[src/rtl/ecn_fraction_window_estimator_macros.svh]
// Assertion macros used by the estimator back end.
`ifndef ECN_FRACTION_WINDOW_ESTIMATOR_MACROS_SVH
`define ECN_FRACTION_WINDOW_ESTIMATOR_MACROS_SVH

// Same-cycle implication, disabled in reset.
`define ECNFW_ASSERT_NOW(label, ante, cons, msg) \
  label: assert property (@(posedge clk) disable iff (rst) (ante) |-> (cons)) \
    else $error(msg);

// Next-cycle implication, disabled in reset.
`define ECNFW_ASSERT_NEXT(label, ante, cons, msg) \
  label: assert property (@(posedge clk) disable iff (rst) (ante) |=> (cons)) \
    else $error(msg);

`endif

[src/rtl/ecnfw_pkg.sv]
// Package: types, constants and sequence helpers for the ECN fraction estimator.
package ecnfw_pkg;

  localparam int SEQ_W       = 32;
  localparam int ALPHA_W     = 17;
  localparam int SEG_W       = 16;
  localparam int CFG_DATA_W  = 17;
  localparam int CFG_INDEX_W = 1;
  localparam int S_DATA_W    = 216;
  localparam int S_USER_W    = 2;
  localparam int M_DATA_W    = 88;

  localparam int QUEUE_DEPTH_DEFAULT = 2;

  localparam int RATIO_STEPS = 16;
  localparam int STEP_CNT_W  = $clog2(RATIO_STEPS);

  localparam logic [ALPHA_W-1:0] Q16_ONE            = 17'd65536;
  localparam logic [ALPHA_W-1:0] EWMA_WEIGHT_RESET  = 17'd4096;
  localparam logic [SEG_W-1:0]   SEGMENT_SIZE_RESET = 16'd536;
  localparam logic [17:0]        Q17_ONE            = 18'd131072;

  localparam logic [CFG_INDEX_W-1:0] REG_EWMA_WEIGHT  = 1'b0;
  localparam logic [CFG_INDEX_W-1:0] REG_SEGMENT_SIZE = 1'b1;

  typedef enum logic [1:0] {
    MODE_ACK     = 2'd0,
    MODE_SEND    = 2'd1,
    MODE_TIMEOUT = 2'd2,
    MODE_CUT     = 2'd3
  } mode_t;

  typedef enum logic [2:0] {
    ST_IDLE,
    ST_EXEC,
    ST_DIV,
    ST_BLEND,
    ST_ALPHA,
    ST_CUT,
    ST_OUT
  } state_t;

  // Classified event. ACK: a = ack number, b = newly acked bytes.
  // SEND: a = later of segment end and tx mark. TIMEOUT: a = head. CUT: a = window.
  typedef struct packed {
    mode_t            mode;
    logic             ece;
    logic [SEQ_W-1:0] a;
    logic [SEQ_W-1:0] b;
  } cmd_t;

  function automatic logic seq_after(input logic [SEQ_W-1:0] x, input logic [SEQ_W-1:0] y);
    logic [SEQ_W-1:0] d;
    d = x - y;
    return (d != '0) && !d[SEQ_W-1];
  endfunction

  function automatic logic [SEQ_W-1:0] seq_max(input logic [SEQ_W-1:0] x,
                                              input logic [SEQ_W-1:0] y);
    return seq_after(y, x) ? y : x;
  endfunction

endpackage

[src/rtl/ecnfw_front.sv]
// Front end: accepts input transactions and classifies them into queue commands.
module ecnfw_front import ecnfw_pkg::*; (
  input  logic                s_axis_tvalid,
  output logic                s_axis_tready,
  // tdata: ack_number, ece_flag, highest_acked, seq_start, seg_len,
  //        high_tx_mark, head_seq, window_bytes, zero pad
  input  logic [S_DATA_W-1:0] s_axis_tdata,
  // tuser: mode
  input  logic [S_USER_W-1:0] s_axis_tuser,
  input  logic                queue_full,
  output logic                push,
  output cmd_t                cmd
);

  mode_t            mode;
  logic [SEQ_W-1:0] ack_number;
  logic             ece_flag;
  logic [SEQ_W-1:0] highest_acked;
  logic [SEQ_W-1:0] seq_start;
  logic [SEG_W-1:0] seg_len;
  logic [SEQ_W-1:0] high_tx_mark;
  logic [SEQ_W-1:0] head_seq;
  logic [SEQ_W-1:0] window_bytes;
  logic [SEQ_W-1:0] acked;
  logic             acked_ok;
  logic [SEQ_W-1:0] send_end;

  assign mode          = mode_t'(s_axis_tuser);
  assign ack_number    = s_axis_tdata[31:0];
  assign ece_flag      = s_axis_tdata[32];
  assign highest_acked = s_axis_tdata[64:33];
  assign seq_start     = s_axis_tdata[96:65];
  assign seg_len       = s_axis_tdata[112:97];
  assign high_tx_mark  = s_axis_tdata[144:113];
  assign head_seq      = s_axis_tdata[176:145];
  assign window_bytes  = s_axis_tdata[208:177];

  assign acked    = ack_number - highest_acked;
  assign acked_ok = (acked != '0) && !acked[SEQ_W-1];
  assign send_end = seq_start + {{(SEQ_W-SEG_W){1'b0}}, seg_len};

  assign s_axis_tready = !queue_full;
  assign push          = s_axis_tvalid && !queue_full;

  always_comb begin
    cmd.mode = mode;
    cmd.ece  = 1'b0;
    cmd.a    = '0;
    cmd.b    = '0;
    unique case (mode)
      MODE_ACK: begin
        cmd.ece = ece_flag;
        cmd.a   = ack_number;
        cmd.b   = acked_ok ? acked : '0;
      end
      MODE_SEND:    cmd.a = seq_max(send_end, high_tx_mark);
      MODE_TIMEOUT: cmd.a = head_seq;
      MODE_CUT:     cmd.a = window_bytes;
      default:      cmd.a = '0;
    endcase
  end

endmodule

[src/rtl/ecnfw_fifo.sv]
// Command queue between front end and back end.
module ecnfw_fifo import ecnfw_pkg::*; #(
  parameter int DEPTH = QUEUE_DEPTH_DEFAULT
) (
  input  logic clk,
  input  logic rst,
  input  logic push,
  input  cmd_t din,
  output logic full,
  input  logic pop,
  output cmd_t dout,
  output logic empty
);

  localparam int PTR_W = (DEPTH > 1) ? $clog2(DEPTH) : 1;
  localparam int CNT_W = $clog2(DEPTH + 1);

  cmd_t             store [DEPTH];
  logic [PTR_W-1:0] wr_ptr;
  logic [PTR_W-1:0] rd_ptr;
  logic [CNT_W-1:0] count;

  assign full  = (count == CNT_W'(DEPTH));
  assign empty = (count == '0);
  assign dout  = store[rd_ptr];

  always_ff @(posedge clk) begin
    if (push) begin
      store[wr_ptr] <= din;
    end
  end

  always_ff @(posedge clk) begin
    if (rst) begin
      wr_ptr <= '0;
      rd_ptr <= '0;
      count  <= '0;
    end else begin
      if (push) begin
        wr_ptr <= (wr_ptr == PTR_W'(DEPTH - 1)) ? '0 : wr_ptr + 1'b1;
      end
      if (pop) begin
        rd_ptr <= (rd_ptr == PTR_W'(DEPTH - 1)) ? '0 : rd_ptr + 1'b1;
      end
      if (push && !pop) begin
        count <= count + 1'b1;
      end else if (pop && !push) begin
        count <= count - 1'b1;
      end
    end
  end

endmodule

[src/rtl/ecnfw_back.sv]
// Back end: estimator state, ratio divider, EWMA blend, window cut and output register.
`include "ecn_fraction_window_estimator_macros.svh"
module ecnfw_back import ecnfw_pkg::*; (
  input  logic                 clk,
  input  logic                 rst,
  input  logic                 queue_empty,
  input  cmd_t                 queue_dout,
  output logic                 pop,
  input  logic [ALPHA_W-1:0]   ewma_weight,
  input  logic [SEG_W-1:0]     segment_size,
  output logic                 m_axis_tvalid,
  input  logic                 m_axis_tready,
  // tdata: alpha_now, alpha_updated, new_ssthresh, new_cwnd, zero pad
  output logic [M_DATA_W-1:0]  m_axis_tdata
);

  state_t state, state_next;

  cmd_t                  cmd_q;
  logic [ALPHA_W-1:0]    alpha;
  logic [SEQ_W-1:0]      marked_bytes;
  logic [SEQ_W-1:0]      total_bytes;
  logic [SEQ_W-1:0]      update_mark;
  logic [SEQ_W-1:0]      max_sent_seq;
  logic [SEQ_W-1:0]      div_den;
  logic [SEQ_W-1:0]      div_rem;
  logic [ALPHA_W-1:0]    quot;
  logic [STEP_CNT_W-1:0] step_cnt;
  logic [33:0]           blend_p1;
  logic [33:0]           blend_p2;
  logic [SEQ_W-1:0]      cut_v;
  logic                  res_updated;
  logic [SEQ_W-1:0]      res_ssth;
  logic [SEQ_W-1:0]      res_cwnd;
  logic [ALPHA_W-1:0]    out_alpha;
  logic                  out_updated;
  logic [SEQ_W-1:0]      out_ssth;
  logic [SEQ_W-1:0]      out_cwnd;

  logic                  out_free;
  logic                  out_load;
  logic [SEQ_W:0]        total_sum;
  logic [SEQ_W:0]        marked_sum;
  logic [SEQ_W-1:0]      total_new;
  logic [SEQ_W-1:0]      marked_new;
  logic [SEQ_W-1:0]      den_new;
  logic                  ratio_sat;
  logic                  ack_after;
  logic [SEQ_W:0]        rem2;
  logic                  div_ge;
  logic [SEQ_W:0]        rem_sub;
  logic [ALPHA_W-1:0]    g_eff;
  logic [ALPHA_W-1:0]    g_inv;
  logic [34:0]           blend_sum;
  logic [18:0]           alpha_blend;
  logic [ALPHA_W-1:0]    alpha_new;
  logic [17:0]           alpha_comp;
  logic [49:0]           cut_prod;
  logic [SEQ_W-1:0]      floor2;
  logic [SEQ_W-1:0]      floor1;

  assign out_free = !m_axis_tvalid || m_axis_tready;

  assign total_sum  = {1'b0, total_bytes} + {1'b0, cmd_q.b};
  assign marked_sum = {1'b0, marked_bytes} + {1'b0, cmd_q.b};
  assign total_new  = total_sum[SEQ_W] ? '1 : total_sum[SEQ_W-1:0];
  assign marked_new = !cmd_q.ece ? marked_bytes :
                      (marked_sum[SEQ_W] ? '1 : marked_sum[SEQ_W-1:0]);
  assign den_new    = (total_new == '0) ? 32'd1 : total_new;
  assign ratio_sat  = (marked_new >= den_new);
  assign ack_after  = seq_after(cmd_q.a, update_mark);

  // One quotient bit per cycle; remainder always below divisor.
  assign rem2    = {div_rem, 1'b0};
  assign div_ge  = (rem2 >= {1'b0, div_den});
  assign rem_sub = rem2 - {1'b0, div_den};

  assign g_eff       = (ewma_weight > Q16_ONE) ? Q16_ONE : ewma_weight;
  assign g_inv       = Q16_ONE - g_eff;
  assign blend_sum   = {1'b0, blend_p1} + {1'b0, blend_p2} + 35'd32768;
  assign alpha_blend = blend_sum[34:16];
  assign alpha_new   = (alpha_blend > 19'(Q16_ONE)) ? Q16_ONE : alpha_blend[ALPHA_W-1:0];

  assign alpha_comp = Q17_ONE - {1'b0, alpha};
  assign cut_prod   = cmd_q.a * alpha_comp;
  assign floor2     = {{(SEQ_W-SEG_W-1){1'b0}}, segment_size, 1'b0};
  assign floor1     = {{(SEQ_W-SEG_W){1'b0}}, segment_size};

  always_ff @(posedge clk) begin
    if (rst) begin
      state <= ST_IDLE;
    end else begin
      state <= state_next;
    end
  end

  always_comb begin
    state_next = state;
    pop        = 1'b0;
    out_load   = 1'b0;
    unique case (state)
      ST_IDLE: begin
        if (!queue_empty) begin
          pop        = 1'b1;
          state_next = ST_EXEC;
        end
      end
      ST_EXEC: begin
        unique case (cmd_q.mode)
          MODE_ACK: begin
            if (!ack_after) begin
              state_next = ST_OUT;
            end else if (ratio_sat) begin
              state_next = ST_BLEND;
            end else begin
              state_next = ST_DIV;
            end
          end
          MODE_CUT: state_next = ST_CUT;
          default:  state_next = ST_OUT;
        endcase
      end
      ST_DIV: begin
        if (step_cnt == STEP_CNT_W'(RATIO_STEPS - 1)) begin
          state_next = ST_BLEND;
        end
      end
      ST_BLEND: state_next = ST_ALPHA;
      ST_ALPHA: state_next = ST_OUT;
      ST_CUT:   state_next = ST_OUT;
      ST_OUT: begin
        if (out_free) begin
          out_load   = 1'b1;
          state_next = ST_IDLE;
        end
      end
      default: state_next = ST_IDLE;
    endcase
  end

  always_ff @(posedge clk) begin
    if (rst) begin
      alpha         <= Q16_ONE;
      marked_bytes  <= '0;
      total_bytes   <= '0;
      update_mark   <= '0;
      max_sent_seq  <= '0;
      step_cnt      <= '0;
      m_axis_tvalid <= 1'b0;
    end else begin
      if (out_load) begin
        m_axis_tvalid <= 1'b1;
      end else if (m_axis_tready) begin
        m_axis_tvalid <= 1'b0;
      end
      case (state)
        ST_IDLE: begin
          if (pop) begin
            cmd_q <= queue_dout;
          end
        end
        ST_EXEC: begin
          res_updated <= 1'b0;
          res_ssth    <= '0;
          res_cwnd    <= '0;
          case (cmd_q.mode)
            MODE_ACK: begin
              total_bytes  <= total_new;
              marked_bytes <= marked_new;
              div_den      <= den_new;
              div_rem      <= marked_new;
              step_cnt     <= '0;
              quot         <= ratio_sat ? Q16_ONE : '0;
            end
            MODE_SEND: begin
              if (!seq_after(max_sent_seq, cmd_q.a)) begin
                max_sent_seq <= cmd_q.a;
              end
            end
            MODE_TIMEOUT: begin
              update_mark  <= cmd_q.a;
              max_sent_seq <= cmd_q.a;
            end
            default: cut_v <= cut_prod[48:17];
          endcase
        end
        ST_DIV: begin
          div_rem  <= div_ge ? rem_sub[SEQ_W-1:0] : rem2[SEQ_W-1:0];
          quot     <= {quot[ALPHA_W-2:0], div_ge};
          step_cnt <= step_cnt + 1'b1;
        end
        ST_BLEND: begin
          blend_p1 <= alpha * g_inv;
          blend_p2 <= quot * g_eff;
        end
        ST_ALPHA: begin
          alpha        <= alpha_new;
          marked_bytes <= '0;
          total_bytes  <= '0;
          update_mark  <= max_sent_seq;
          res_updated  <= 1'b1;
        end
        ST_CUT: begin
          res_ssth <= (cut_v > floor2) ? cut_v : floor2;
          res_cwnd <= (cut_v > floor1) ? cut_v : floor1;
        end
        default: begin
          if (out_load) begin
            out_alpha   <= alpha;
            out_updated <= res_updated;
            out_ssth    <= res_ssth;
            out_cwnd    <= res_cwnd;
          end
        end
      endcase
    end
  end

  assign m_axis_tdata = {6'b0, out_cwnd, out_ssth, out_updated, out_alpha};

  `ECNFW_ASSERT_NOW(a_marked_le_total, 1'b1, marked_bytes <= total_bytes, "marked exceeds total")
  `ECNFW_ASSERT_NOW(a_alpha_range, 1'b1, alpha <= Q16_ONE, "alpha above one")
  `ECNFW_ASSERT_NOW(a_div_rem, state == ST_DIV, div_rem < div_den, "divider remainder too large")
  `ECNFW_ASSERT_NEXT(a_out_load, state == ST_OUT && out_free, m_axis_tvalid && state == ST_IDLE, "result not presented")

endmodule

[src/rtl/ecn_fraction_window_estimator.sv]
// Top level of the ECN fraction window estimator: config registers, front end, queue, back end.
// The back end takes one command at a time: a send, timeout or non-updating ACK passes EXEC
//   and OUT; a window cut adds CUT; an alpha update adds the bit-serial ratio divider (DIV),
//   BLEND and ALPHA, and skips the divider when marked equals total. OUT waits for the output.
// The front end accepts while the command queue has room, independent of the output stall.
// Reset (synchronous): alpha 1.0, byte counters and sequence marks zero, gain 4096, segment 536,
//   queue and output empty; no clearing pass.
module ecn_fraction_window_estimator import ecnfw_pkg::*; #(
  parameter int QUEUE_DEPTH = QUEUE_DEPTH_DEFAULT
) (
  input  logic                   clk,
  input  logic                   rst,
  input  logic                   cfg_we,
  input  logic [CFG_INDEX_W-1:0] cfg_index,
  input  logic [CFG_DATA_W-1:0]  cfg_data,
  input  logic                   s_axis_tvalid,
  output logic                   s_axis_tready,
  // tdata: ack_number, ece_flag, highest_acked, seq_start, seg_len,
  //        high_tx_mark, head_seq, window_bytes, zero pad
  input  logic [S_DATA_W-1:0]    s_axis_tdata,
  // tuser: mode
  input  logic [S_USER_W-1:0]    s_axis_tuser,
  output logic                   m_axis_tvalid,
  input  logic                   m_axis_tready,
  // tdata: alpha_now, alpha_updated, new_ssthresh, new_cwnd, zero pad
  output logic [M_DATA_W-1:0]    m_axis_tdata
);

  logic [ALPHA_W-1:0] ewma_weight;
  logic [SEG_W-1:0]   segment_size;
  logic               push;
  logic               pop;
  logic               queue_full;
  logic               queue_empty;
  cmd_t               queue_din;
  cmd_t               queue_dout;

  always_ff @(posedge clk) begin
    if (rst) begin
      ewma_weight  <= EWMA_WEIGHT_RESET;
      segment_size <= SEGMENT_SIZE_RESET;
    end else if (cfg_we) begin
      unique case (cfg_index)
        REG_EWMA_WEIGHT:  ewma_weight  <= cfg_data;
        REG_SEGMENT_SIZE: segment_size <= cfg_data[SEG_W-1:0];
        default:          ewma_weight  <= ewma_weight;
      endcase
    end
  end

  ecnfw_front u_front (
    .s_axis_tvalid (s_axis_tvalid),
    .s_axis_tready (s_axis_tready),
    .s_axis_tdata  (s_axis_tdata),
    .s_axis_tuser  (s_axis_tuser),
    .queue_full    (queue_full),
    .push          (push),
    .cmd           (queue_din)
  );

  ecnfw_fifo #(
    .DEPTH (QUEUE_DEPTH)
  ) u_fifo (
    .clk   (clk),
    .rst   (rst),
    .push  (push),
    .din   (queue_din),
    .full  (queue_full),
    .pop   (pop),
    .dout  (queue_dout),
    .empty (queue_empty)
  );

  ecnfw_back u_back (
    .clk           (clk),
    .rst           (rst),
    .queue_empty   (queue_empty),
    .queue_dout    (queue_dout),
    .pop           (pop),
    .ewma_weight   (ewma_weight),
    .segment_size  (segment_size),
    .m_axis_tvalid (m_axis_tvalid),
    .m_axis_tready (m_axis_tready),
    .m_axis_tdata  (m_axis_tdata)
  );

endmodule

[config.mk]
export PLATFORM = sky130hd
export DESIGN_NAME = ecn_fraction_window_estimator
export DESIGN_NICKNAME = d
export VERILOG_FILES = /design/src/rtl/ecnfw_pkg.sv /design/src/rtl/ecnfw_front.sv /design/src/rtl/ecnfw_fifo.sv /design/src/rtl/ecnfw_back.sv /design/src/rtl/ecn_fraction_window_estimator.sv
export VERILOG_INCLUDE_DIRS = /design/src /design/src/rtl
export SDC_FILE = /design/constraint.sdc
export NUM_CORES = 2
export LEC_CHECK = 0
export BUFFER_PORTS_ARGS = -buffer_cell sky130_fd_sc_hd__buf_4
export CAP_MARGIN = 20
export CORE_ASPECT_RATIO = 0.6
export CORE_MARGIN = 5
export CORE_UTILIZATION = 45
export CTS_CLUSTER_DIAMETER = 40
export DETAILED_ROUTE_END_ITERATION = 12
export PLACE_DENSITY_LB_ADDON = 0.2
export SYNTH_ARGS = -nofsm -noshare
export SYNTH_HDL_FRONTEND = slang
export SYNTH_SLANG_ARGS = --single-unit
[constraint.sdc]
create_clock -name clk -period 18.7 [get_ports clk]
set_clock_uncertainty 0.15 [all_clocks]
set_input_delay 1.87 -clock clk [delete_from_list [all_inputs] [get_ports clk]]
set_output_delay 1.87 -clock clk [all_outputs]
set_load 0.03 [all_outputs]
==> run_results.csv <==
group,metric,value,unit
global_routing,grt_overflow,0,
detailed_routing,totalWireLength,252,mm
worst_hold_path,hold_path_class,"reg2reg",
detailed_routing,wl_met2,97.6,mm
detailed_routing,antenna_left,0,
clock_tree,cts_resized,0,
clock_tree,numCtsBuffers,103,
finish,final_core_util,0.502,
worst_setup_path,rr_endpoint,"u_back.blend_p1[33]",
synth,synth_ff_type,"edfxtp_1",
detailed_routing,drc,0,
placement,dp_slack,6.87,ns
clock_tree,worst_skew_pair.late_latency,0.79,ns
global_routing,grt_util_all_layers,0.265,
worst_setup_path,worst-path-max-fanout,29,
clock_tree,tritoncts,"done",
timing,fmax,83.7,MHz
timing,setup_ws,6.75,ns
floorplan,start_util,0.454,
timing,fin_crit,11.95,ns
finish,nets,10800,
timing,rsz0062_at_grt,"no",
floorplan,core_area,179000,um2
timing,finalHoldViolCount,0,
placement,gp_congestion,0.921,
clock_tree,root_buffer,"clkbuf_16",
timing,post-route-period-util,0.639,
synth,netlist_area,81200,um2
detailed_routing,wl_met1,123,mm
finish,fill_cells,16600,
detailed_routing,vias_per_cell,5.66,
global_routing,grt_max_degree,67,
synth,netlist_top_cells_count,"1,343 x inv_1, 1,168 x nand2_1, 933 x fa_1",
worst_hold_path,hold_depth,0,
timing,report.final.slew_viol_count,0,
synth,async_flop_share,0,
power_and_ir_drop,power_density,124,nW/um2
power_and_ir_drop,ir_worst_vdd,0.000117,V
synth,yosysTopAreaCell,"fa_1",
synth,yosysMostFrequentCell,"inv_1",
worst_setup_path,start_kind,"flip-flop",
worst_setup_path,cp.required,19.07,ns
synth,synth.distinct_cells,103,
power_and_ir_drop,fin_total_pwr,11.2,mW
synth,synth_top_cell_area_share,0.230,
worst_setup_path,critPathSlowestCell,"xor2_2",
worst_setup_path,setup.worst_path.end_class,"flip-flop",
clock_tree,cts_setup_buffers,0,
placement,post-dp-hpwl,199,mm
worst_setup_path,crit_top_cell,"fa_1",
clock_tree,cts_max_level,3,
worst_setup_path,timing.rr.start,"ewma_weight[0]",
finish,syn_to_final_growth,10.7,%
clock_tree,clock_sinks,719,
detailed_routing,wl_per_cell,22.1,um
flow_run,cap_violations,0,
synth,seq_area_frac_synth,0.243,
timing,setup_viol,0,
run_status,run_status,"completed",
clock_tree,cts_hold_buf,0,
floorplan,die_y,339,um
floorplan,dieArea,189000,um2
detailed_routing,wl_met3,26.6,mm
worst_setup_path,rrSetupSlack,6.75,ns
placement,port_buffers,317,
detailed_routing,dr.pass1.iters,6,
global_routing,antenna_found_initial,11,
floorplan,die_w,558,um
global_routing,grt_pass1_vias,64000,
clock_tree,clk_pin_slew,0.06,ns
synth,synth-seq-cells,719,
finish,layout-drive-gt1-share,0.0937,
detailed_routing,maxUsedRoutingLayer,"met5",
timing,setup-tns-final,0,ns
detailed_routing,num_vias,64600,
synth,netlist_instances,8804,
floorplan,rows,120,
worst_setup_path,max_stage_delay,0.88,ns
detailed_routing,drt_iter0_markers,5948,
floorplan,io-pin-count,331,
synth,synth_edf_count,529,
clock_tree,cts_buffer_depth,3,
synth,yosysWarnings,0,
timing,worst_pin_slew,1.13,ns
global_routing,grt_pass1_wl,390,mm
synth,synth.area.top_cells,"fa_1 23%, edfxtp_1 20%, ha_1 11%",
worst_setup_path,arrival,12.32,ns
worst_hold_path,min_to,"u_back.out_cwnd[9]",
worst_setup_path,setup.worst_path.class,"reg2reg",
timing,max_slew_margin,0.245,
worst_setup_path,ff2ff_path_depth,35,
synth,postSynthAreaPerCell,9.22,um2
worst_hold_path,hp-start,"u_back.res_cwnd[9]",
power_and_ir_drop,p_leak,40.9,nW
## layout by cell type, fill, tap and decap left out, types with 32 or more instances in the layout
cell and count:
inv_1 1343, nand2_1 1165, fa_1 933, ha_1 706, edfxtp_1 529, nor2_1 475
buf_4 445, a21oi_1 377, and2_1 349, o21ai_0 243, dfxtp_1 188, xnor2_1 182
a21o_1 153, and3_1 118, clkbuf_16 104, nor3_1 103, nand3_1 99, mux2_2 93
xor2_1 88, o21a_1 85, a31oi_1 84, mux2i_1 76, nor2b_1 75, nand2b_1 67
o211ai_1 61, a211oi_1 49, nand4_1 43, o21bai_1 43, a311oi_1 42, a22o_1 41
or3b_2 32
## power by group
| part | switching (mW) | total, mW | internal, mW | leakage (nW) |
|---|---|---|---|---|
| combinational | 4.17 | 6.82 | 2.65 | 32.7 |
| sequential | 0.183 | 2.34 | 2.16 | 6.46 |
| clock | 0.858 | 1.99 | 1.13 | 1.72 |
## cells by family after synthesis
| group | synth area share |
|---|---|
| flip-flops | 0.243 |
| AND/OR/NAND/NOR | 0.158 |
| AO/OA/AOI/OAI | 0.123 |
| multiplexers | 0.0226 |
| adder cells (fa/ha/maj) | 0.339 |
| buffers and inverters | 0.0831 |
| XOR/XNOR | 0.0314 |
| other | 0.0000462 |
## final cells by class
cell class / count / area, um2 / share of cell area
Antenna cell: 6 / 15.0 / 0.000167
Clock buffer: 116 / 2680 / 0.0298
Clock inverter: 78 / 907 / 0.0101
Inverter: 1344 / 5040 / 0.0562
Multi-Input combinational cell: 6311 / 55100 / 0.613
Sequential cell: 719 / 19700 / 0.219
Tap cell: 2379 / 2980 / 0.0331
Timing Repair Buffer: 450 / 3420 / 0.0381
## per-layer routing
layer,vias up,global-route usage
met3,298,0.0652
li1,29500,-
met5,-,0
met2,2931,0.356
met4,8,0.0510
met1,31900,0.425
## registers in the layout (all words and copies together) (netlist names), 32 cells and up
register / count
u_back.total_bytes: 32
u_back.out_cwnd: 32
u_back.out_ssth: 32
u_fifo.store: 134
u_back.max_sent_seq: 32
u_back.cut_v: 32
u_back.update_mark: 32
u_back.blend_p2: 34
u_back.marked_bytes: 32
u_back.blend_p1: 34
u_back.div_den: 32
u_back.cmd_q: 67
u_back.div_rem: 32
u_back.res_cwnd: 32
u_back.res_ssth: 32
## per-stage QoR
step | instance area [um2] | std cells | hold WS [ns]
finish | 89800 | 11400 | 0.250
global route | 89800 | 11400 | 0.261
CTS | 89800 | 11400 | 0.248
detailed placement | 86200 | 11200 | 0.255
global placement | 86200 | 11200 | 0.254
floorplan | 81200 | 8811 | 0.250
## worst max-delay path by stage
stage              startpoint                   to  slack (ns)  cells past startpoint
5_1_grt        ewma_weight[0]  u_back.blend_p1[33]        6.29                     38
2_1_floorplan             rst  u_back.out_alpha[0]        7.76                      3
4_1_cts        ewma_weight[0]  u_back.blend_p1[33]        6.96                     35
6_report       ewma_weight[0]  u_back.blend_p1[33]        6.75                     35
3_5_place_dp   ewma_weight[0]  u_back.blend_p1[33]        6.87                     35
3_3_place_gp   ewma_weight[0]  u_back.blend_p1[33]        6.95                     38
## worst max-delay path: cells and delay by family (launching register included)
family | cells | cell delay [ns]
flip-flops | 1 | 0.43
adder cells (fa/ha/maj) | 7 | 3.01
AO/OA/AOI/OAI | 10 | 2.92
buffers and inverters | 6 | 0.69
XOR/XNOR | 2 | 1.02
AND/OR/NAND/NOR | 10 | 3.51
(Power assumes the default switching activity.)
